[config.mk]
export PLATFORM = sky130hd
export DESIGN_NAME = acr_ctrl
export DESIGN_NICKNAME = d
export VERILOG_FILES = /design/src/rtl/acr_pkg.sv /design/src/rtl/acr_ctrl.sv
export SDC_FILE = /design/constraint.sdc
export NUM_CORES = 1
export LEC_CHECK = 0
export ABC_CLOCK_PERIOD_IN_PS = 7050
export BUFFER_PORTS_ARGS = -buffer_cell sky130_fd_sc_hd__buf_2
export CORE_UTILIZATION = 53
export DETAILED_ROUTE_END_ITERATION = 7
export PLACE_DENSITY = 0.91
export SYNTH_ARGS = -nofsm -noshare
export SYNTH_HDL_FRONTEND = slang
export SYNTH_SLANG_ARGS = --single-unit
[constraint.sdc]
create_clock -name clk -period 7.05 [get_ports clk]
set_input_delay 1.41 -clock clk [delete_from_list [all_inputs] [get_ports clk]]
set_output_delay 1.41 -clock clk [all_outputs]
set_load 0.01 [all_outputs]
[src/rtl/acr_pkg.sv]
// Package for the box collision resolver: widths, register indexes, codes,
// item and result types, and the controller/datapath command and status.
// No dependencies.
package acr_pkg;

    // Default sizes handed to the top level parameters
    localparam int MAX_BOXES_DEF = 64;
    localparam int PASSES_DEF    = 3;

    // Field widths
    localparam int COORD_W    = 24;
    localparam int HALF_W     = 23;
    localparam int SLOT_W     = 6;
    localparam int COUNT_W    = 7;
    localparam int CFG_IDX_W  = 2;
    localparam int CFG_DATA_W = 24;
    // Penetration depth and pushed coordinate widths
    localparam int DEP_W      = 26;
    localparam int SUM_W      = DEP_W + 1;

    // Configuration register indexes
    localparam logic [CFG_IDX_W-1:0] REG_BOX_COUNT    = 2'd0;
    localparam logic [CFG_IDX_W-1:0] REG_KILL_FLOOR_Y = 2'd1;
    localparam logic [CFG_IDX_W-1:0] REG_RESPAWN_Y    = 2'd2;

    // Register reset values
    localparam logic [COUNT_W-1:0]        BOX_COUNT_RST    = 7'd0;
    localparam logic signed [COORD_W-1:0] KILL_FLOOR_Y_RST = -24'sd3200;
    localparam logic signed [COORD_W-1:0] RESPAWN_Y_RST    = 24'sd576;

    // Item commands
    localparam logic CMD_LOAD    = 1'b0;
    localparam logic CMD_RESOLVE = 1'b1;

    // Wall normal codes
    localparam logic [1:0] WALL_POS_X = 2'd0;
    localparam logic [1:0] WALL_NEG_X = 2'd1;
    localparam logic [1:0] WALL_POS_Z = 2'd2;
    localparam logic [1:0] WALL_NEG_Z = 2'd3;

    // Coordinate limits
    localparam logic signed [COORD_W-1:0] POS_MAX = 24'sh7FFFFF;
    localparam logic signed [COORD_W-1:0] POS_MIN = -24'sh800000;

    typedef struct packed {
        logic                        cmd;
        logic [SLOT_W-1:0]           box_slot;
        logic signed [COORD_W-1:0]   pos_x;
        logic signed [COORD_W-1:0]   pos_y;
        logic signed [COORD_W-1:0]   pos_z;
        logic [HALF_W-1:0]           ext_x;
        logic [HALF_W-1:0]           ext_y;
        logic [HALF_W-1:0]           ext_z;
        logic signed [COORD_W-1:0]   vel_x;
        logic signed [COORD_W-1:0]   vel_y;
        logic signed [COORD_W-1:0]   vel_z;
    } item_t;

    typedef struct packed {
        logic signed [COORD_W-1:0]   res_x;
        logic signed [COORD_W-1:0]   res_y;
        logic signed [COORD_W-1:0]   res_z;
        logic signed [COORD_W-1:0]   new_vel_x;
        logic signed [COORD_W-1:0]   new_vel_y;
        logic signed [COORD_W-1:0]   new_vel_z;
        logic                        on_ground;
        logic                        on_wall;
        logic [1:0]                  wall_dir;
        logic                        respawned;
    } result_t;

    // One world box entry of the table
    typedef struct packed {
        logic signed [COORD_W-1:0]   cx;
        logic signed [COORD_W-1:0]   cy;
        logic signed [COORD_W-1:0]   cz;
        logic [HALF_W-1:0]           hx;
        logic [HALF_W-1:0]           hy;
        logic [HALF_W-1:0]           hz;
    } box_t;

    // Controller to datapath
    typedef struct packed {
        logic take;      // item accepted this cycle
        logic depth_en;  // register penetration depths of the current box
        logic push_en;   // apply push-out for the current box
        logic out_load;  // load the output register
    } ctl_t;

    // Datapath to controller
    typedef struct packed {
        logic               is_load;    // offered item is a table load
        logic [COUNT_W-1:0] box_count;  // configured box count
    } stat_t;

endpackage

[src/rtl/acr_ctrl.sv]
// Sequencer for the box collision resolver: walks boxes and passes,
// drives the input and output handshakes. Depends on acr_pkg.
module acr_ctrl #(
    parameter int MAX_BOXES = acr_pkg::MAX_BOXES_DEF,
    parameter int PASSES    = acr_pkg::PASSES_DEF,
    localparam int IDX_W    = (MAX_BOXES > 1) ? $clog2(MAX_BOXES) : 1
) (
    input  logic               clk,
    input  logic               rst_n,
    input  logic               in_valid,
    output logic               in_ready,
    output logic               out_valid,
    input  logic               out_ready,
    input  acr_pkg::stat_t     stat,
    output acr_pkg::ctl_t      ctl,
    output logic [IDX_W-1:0]   rd_addr
);

    localparam int PASS_W = (PASSES > 1) ? $clog2(PASSES) : 1;
    localparam int CMP_W  = (IDX_W + 1 > acr_pkg::COUNT_W) ? IDX_W + 1 : acr_pkg::COUNT_W;

    typedef enum logic [1:0] {
        ST_IDLE,
        ST_DEPTH,
        ST_PUSH,
        ST_DONE
    } state_t;

    state_t                       state_reg, state_next;
    logic [IDX_W-1:0]             idx_reg, idx_next;
    logic [PASS_W-1:0]            pass_reg, pass_next;
    logic                         out_valid_reg, out_valid_next;
    logic [acr_pkg::COUNT_W-1:0]  n_eff;
    logic                         box_last;
    logic                         pass_last;

    // Clamp the box count to the table size
    always_comb
    begin
        if (int'(stat.box_count) > MAX_BOXES)
            n_eff = acr_pkg::COUNT_W'(MAX_BOXES);
        else
            n_eff = stat.box_count;
    end

    assign box_last  = (CMP_W'(idx_reg) + CMP_W'(1)) == CMP_W'(n_eff);
    assign pass_last = pass_reg == PASS_W'(PASSES - 1);

    // Next state and commands
    always_comb
    begin
        state_next     = state_reg;
        idx_next       = idx_reg;
        pass_next      = pass_reg;
        out_valid_next = out_valid_reg && !out_ready;
        ctl            = '0;
        unique case (state_reg)
            ST_IDLE:
            begin
                if (in_valid)
                begin
                    ctl.take  = 1'b1;
                    idx_next  = '0;
                    pass_next = '0;
                    if (stat.is_load || n_eff == '0)
                        state_next = ST_DONE;
                    else
                        state_next = ST_DEPTH;
                end
            end
            ST_DEPTH:
            begin
                ctl.depth_en = 1'b1;
                state_next   = ST_PUSH;
            end
            ST_PUSH:
            begin
                ctl.push_en = 1'b1;
                state_next  = ST_DEPTH;
                if (box_last)
                begin
                    idx_next = '0;
                    if (pass_last)
                        state_next = ST_DONE;
                    else
                        pass_next = pass_reg + PASS_W'(1);
                end
                else
                begin
                    idx_next = idx_reg + IDX_W'(1);
                end
            end
            ST_DONE:
            begin
                // Hand over once the output register is free or being drained
                if (!out_valid_reg || out_ready)
                begin
                    ctl.out_load   = 1'b1;
                    out_valid_next = 1'b1;
                    state_next     = ST_IDLE;
                end
            end
            default:
            begin
                state_next = ST_IDLE;
            end
        endcase
    end

    // Hold state, counters and output valid
    always_ff @(posedge clk or negedge rst_n)
    begin
        if (!rst_n)
        begin
            state_reg     <= ST_IDLE;
            idx_reg       <= '0;
            pass_reg      <= '0;
            out_valid_reg <= 1'b0;
        end
        else
        begin
            state_reg     <= state_next;
            idx_reg       <= idx_next;
            pass_reg      <= pass_next;
            out_valid_reg <= out_valid_next;
        end
    end

    assign in_ready  = (state_reg == ST_IDLE);
    assign out_valid = out_valid_reg;
    // Present the next box index so its entry is registered on entry to depth
    assign rd_addr   = idx_next;

`ifndef SYNTHESIS
    a_push_after_depth: assert property (@(posedge clk) disable iff (!rst_n)
        state_reg == ST_PUSH |-> $past(state_reg) == ST_DEPTH)
        else $error("push without a preceding depth step");

    a_idx_in_range: assert property (@(posedge clk) disable iff (!rst_n)
        state_reg == ST_DEPTH |-> CMP_W'(idx_reg) < CMP_W'(n_eff))
        else $error("box index beyond the active count");

    a_no_result_overwrite: assert property (@(posedge clk) disable iff (!rst_n)
        ctl.out_load |-> (!out_valid_reg || out_ready))
        else $error("output register loaded while a result waits");
`endif

endmodule

==> impl_results.md <==
- Layout cells sized above 1: 27.1%
- GP Congestion: 0.818
- FF+latch count, synth: 11
- Io pins: 24
- Tmin final: 4.38 ns
- Critical path class: primary input to primary output
- Worst path max stage delay: roughly 0.39 ns
- IO Port Bufs: 23
- Clk buf depth: 2
- Placement Cell Area: 905 um^2
- Status: complete, no violations
- Req. time, crit path: about 5.6 ns
- Clk root buf: clkbuf_4
- Setup_tns: 0 ns
- Violation count after the first detailed-routing iteration: 40
- EDFF count, synth: 0
- Starting Density: around three fifths
- CP cell instances: buf_2, nor4_1, a22o_1, a32oi_2, o21ai_1, o21ai_0, buf_2
- Ys flop type: dfrtp_1
- Sink Count: 11
- Design area: 931 um^2
- Slew headroom: 56.3%
- Largest net degree at the start of global routing: 12
- Die area: 1620 um^2
- Filler cell count: ~110
- Final Cycle Share: 62.2%
- CP Max Fanout: 7
- CTS clk-pin slew, worst paths: 0.06 ns
- Total gr overflow: 0
- Mapped Avg Cell Area: 8.42 um^2
- Post-synth ARST share: 100%
- Synth Area in Adders: 3.23%
- Max cap viols: 0
- RSZ-0062 raised after global routing: no
- Die width: 40.2 um
- Final hold vios: 0
- CORE AREA: 1330 um^2
- Net Count, Synth: about 110
- Multi-input gate area: 473 um^2
- Critical path data arrival time: 2.97 ns
- Clock Latency Late Sink: 0.27 ns
- Leakage Power: 0.000441 uW
- Final WL: about 1.8 mm
- Netlist cell types: 35
- Final setup fails: 0
- Hold Path Class: flop to flop
- Cts hold-fix bufs: 0
- CP dominant cell by count: buf_2
- Initial antenna violation count: 0
- Clock Skews: 0.00159 ns
- Commonest cells after routing, fill and taps aside: buf_2, nand2_1, dfrtp_1
- CTS tree: yes
- Residual DRC: 0
- Syn. warnings: 0
- CTS Buf Count: 3
- Vias per std cell: 5.95
- Post-layout util: 69.8%
- Slew Limit Fails: 0
- Site Rows: 13
- Die Span Y: 40.2 um
- Slowest CP cell: nor4_1
- Synth Area in Compound Gates: 23.6%
- Resized Gates After CTS: 0
- Family with the most delay on the worst path: compound AO/OA/AOI/OAI gates
- Hold path startpoint: state_reg[0]
- Most common cell after layout, fill and taps aside: buf_2
- Post-Syn Area: 774 um^2
- Worst R2R Start: idx_reg[0]
- # Post-CTS Setup Buffers: 0
- ANT cells: 0
- Largest register FFs: 6
- Via count: 791
- Mux cell area share after synthesis: under 10%
- H-tree Lvls: 1
- Final antenna-violating net count: 0
- CP bufs+invs: 2
- PD cells: 330 nW/um^2
- Worst vdd ir: 0.000231 V
- XOR/XNOR share of the synthesized area: between 5 and 6%
- Fmax: between 200 and 250 MHz
- Drt wl/cell: approximately 13 um
- Sequential fraction of the synthesis area: 35.5%
- CP endpoint kind: primary output
- Synthesized instance count: 92
- Crit start category: primary input
- Post-Synth Simple-Gate Area: 27.5%
- Vias in the first global route: 643
- Largest family of logic cells by synthesized area: simple AND/OR/NAND/NOR gates
- P&R area growth vs syn: 20.2%
- Tot GR Track Use: 25.3%
- Crit path from: stat[4]
- Worst-Margin Slew: roughly 0.65 ns
- Register Area: 275 um^2
- Net count, final: 133
- DR pass1 iterations: 4
- First-pass GRT wire length: 2.73 mm
- Detailed placer's ending HPWL: between 1 and 1.5 mm
==> synth_stat cells (2+ instances only) <==
cell	number	area share (%)
nor4_1	3	2.4
nand2_1	15	7.3
o21ai_0	7	4.5
nand3_1	3	1.9
nor2_1	9	4.4
nor2b_1	3	2.4
xnor2_1	2	2.3
ha_1	2	3.2
a21oi_1	4	2.6
o221ai_1	2	2.3
dfrtp_1	11	36
o21ai_1	3	1.9
inv_1	6	2.9
==> per-layer routing <==
metal	GRT usage [%]	vias to the layer above	share of wire [%]	wire (um)
li1	-	386	-	-
met1	31.7	369	44	788
met2	41.5	36	48	866
met3	8.89	0	7.4	132
met4	5.83	0	0	0
met5	0	-	0	0
==> final cells by class <==
class | count | area share [%]
timing repair buffer | 23 | 12.4
sequential | 11 | 29.6
multi-input combinational | 74 | 50.8
inverter | 6 | 2.42
clock buffer | 4 | 2.82
tap | 15 | 2.02
==> cells by family (layout without fill, tap and decap cells) <==
logic type | count (synthesis) | after routing
AO/OA/AOI/OAI | 25 | 25
XOR/XNOR | 4 | 4
adder cells (fa/ha/maj) | 2 | 2
buffers and inverters | 7 | 33
flip-flops | 11 | 11
multiplexers | 1 | 1
AND/OR/NAND/NOR | 42 | 42
==> power by group <==
group	switching (uW)	total [uW]	internal [uW]
logic	91.7	159	67.4
registers	24.8	106	81.5
clock network	19.9	41.8	21.9
==> metrics by stage <==
| step | std cells | hold WS (ns) | setup slack, ns | total power [uW] |
|---|---|---|---|---|
| global route | 133 | 0.532 | 2.54 | 330 |
| detailed placement | 129 | 0.485 | 2.71 | 264 |
| CTS | 133 | 0.495 | 2.71 | 307 |
| global placement | 129 | 0.475 | 2.81 | 257 |
| floorplan | 92 | 0.455 | 3.20 | 217 |
| finish | 133 | 0.492 | 2.67 | 307 |
==> worst paths after layout <==
check / slack, ns / endpoint / cells past startpoint
setup / recovery: 2.67 / rd_addr[4] / 7
min in group asynchronous: 1.00 / pass_reg[0] / 1
setup reg to reg: 4.72 / idx_reg[4] / 7
hold reg to reg: 0.49 / state_reg[0] / 1
hold / removal: 0.49 / state_reg[0] / 1
max in group asynchronous: 5.85 / idx_reg[1] / 1
Note: power is estimated with default switching activity, not from simulation.
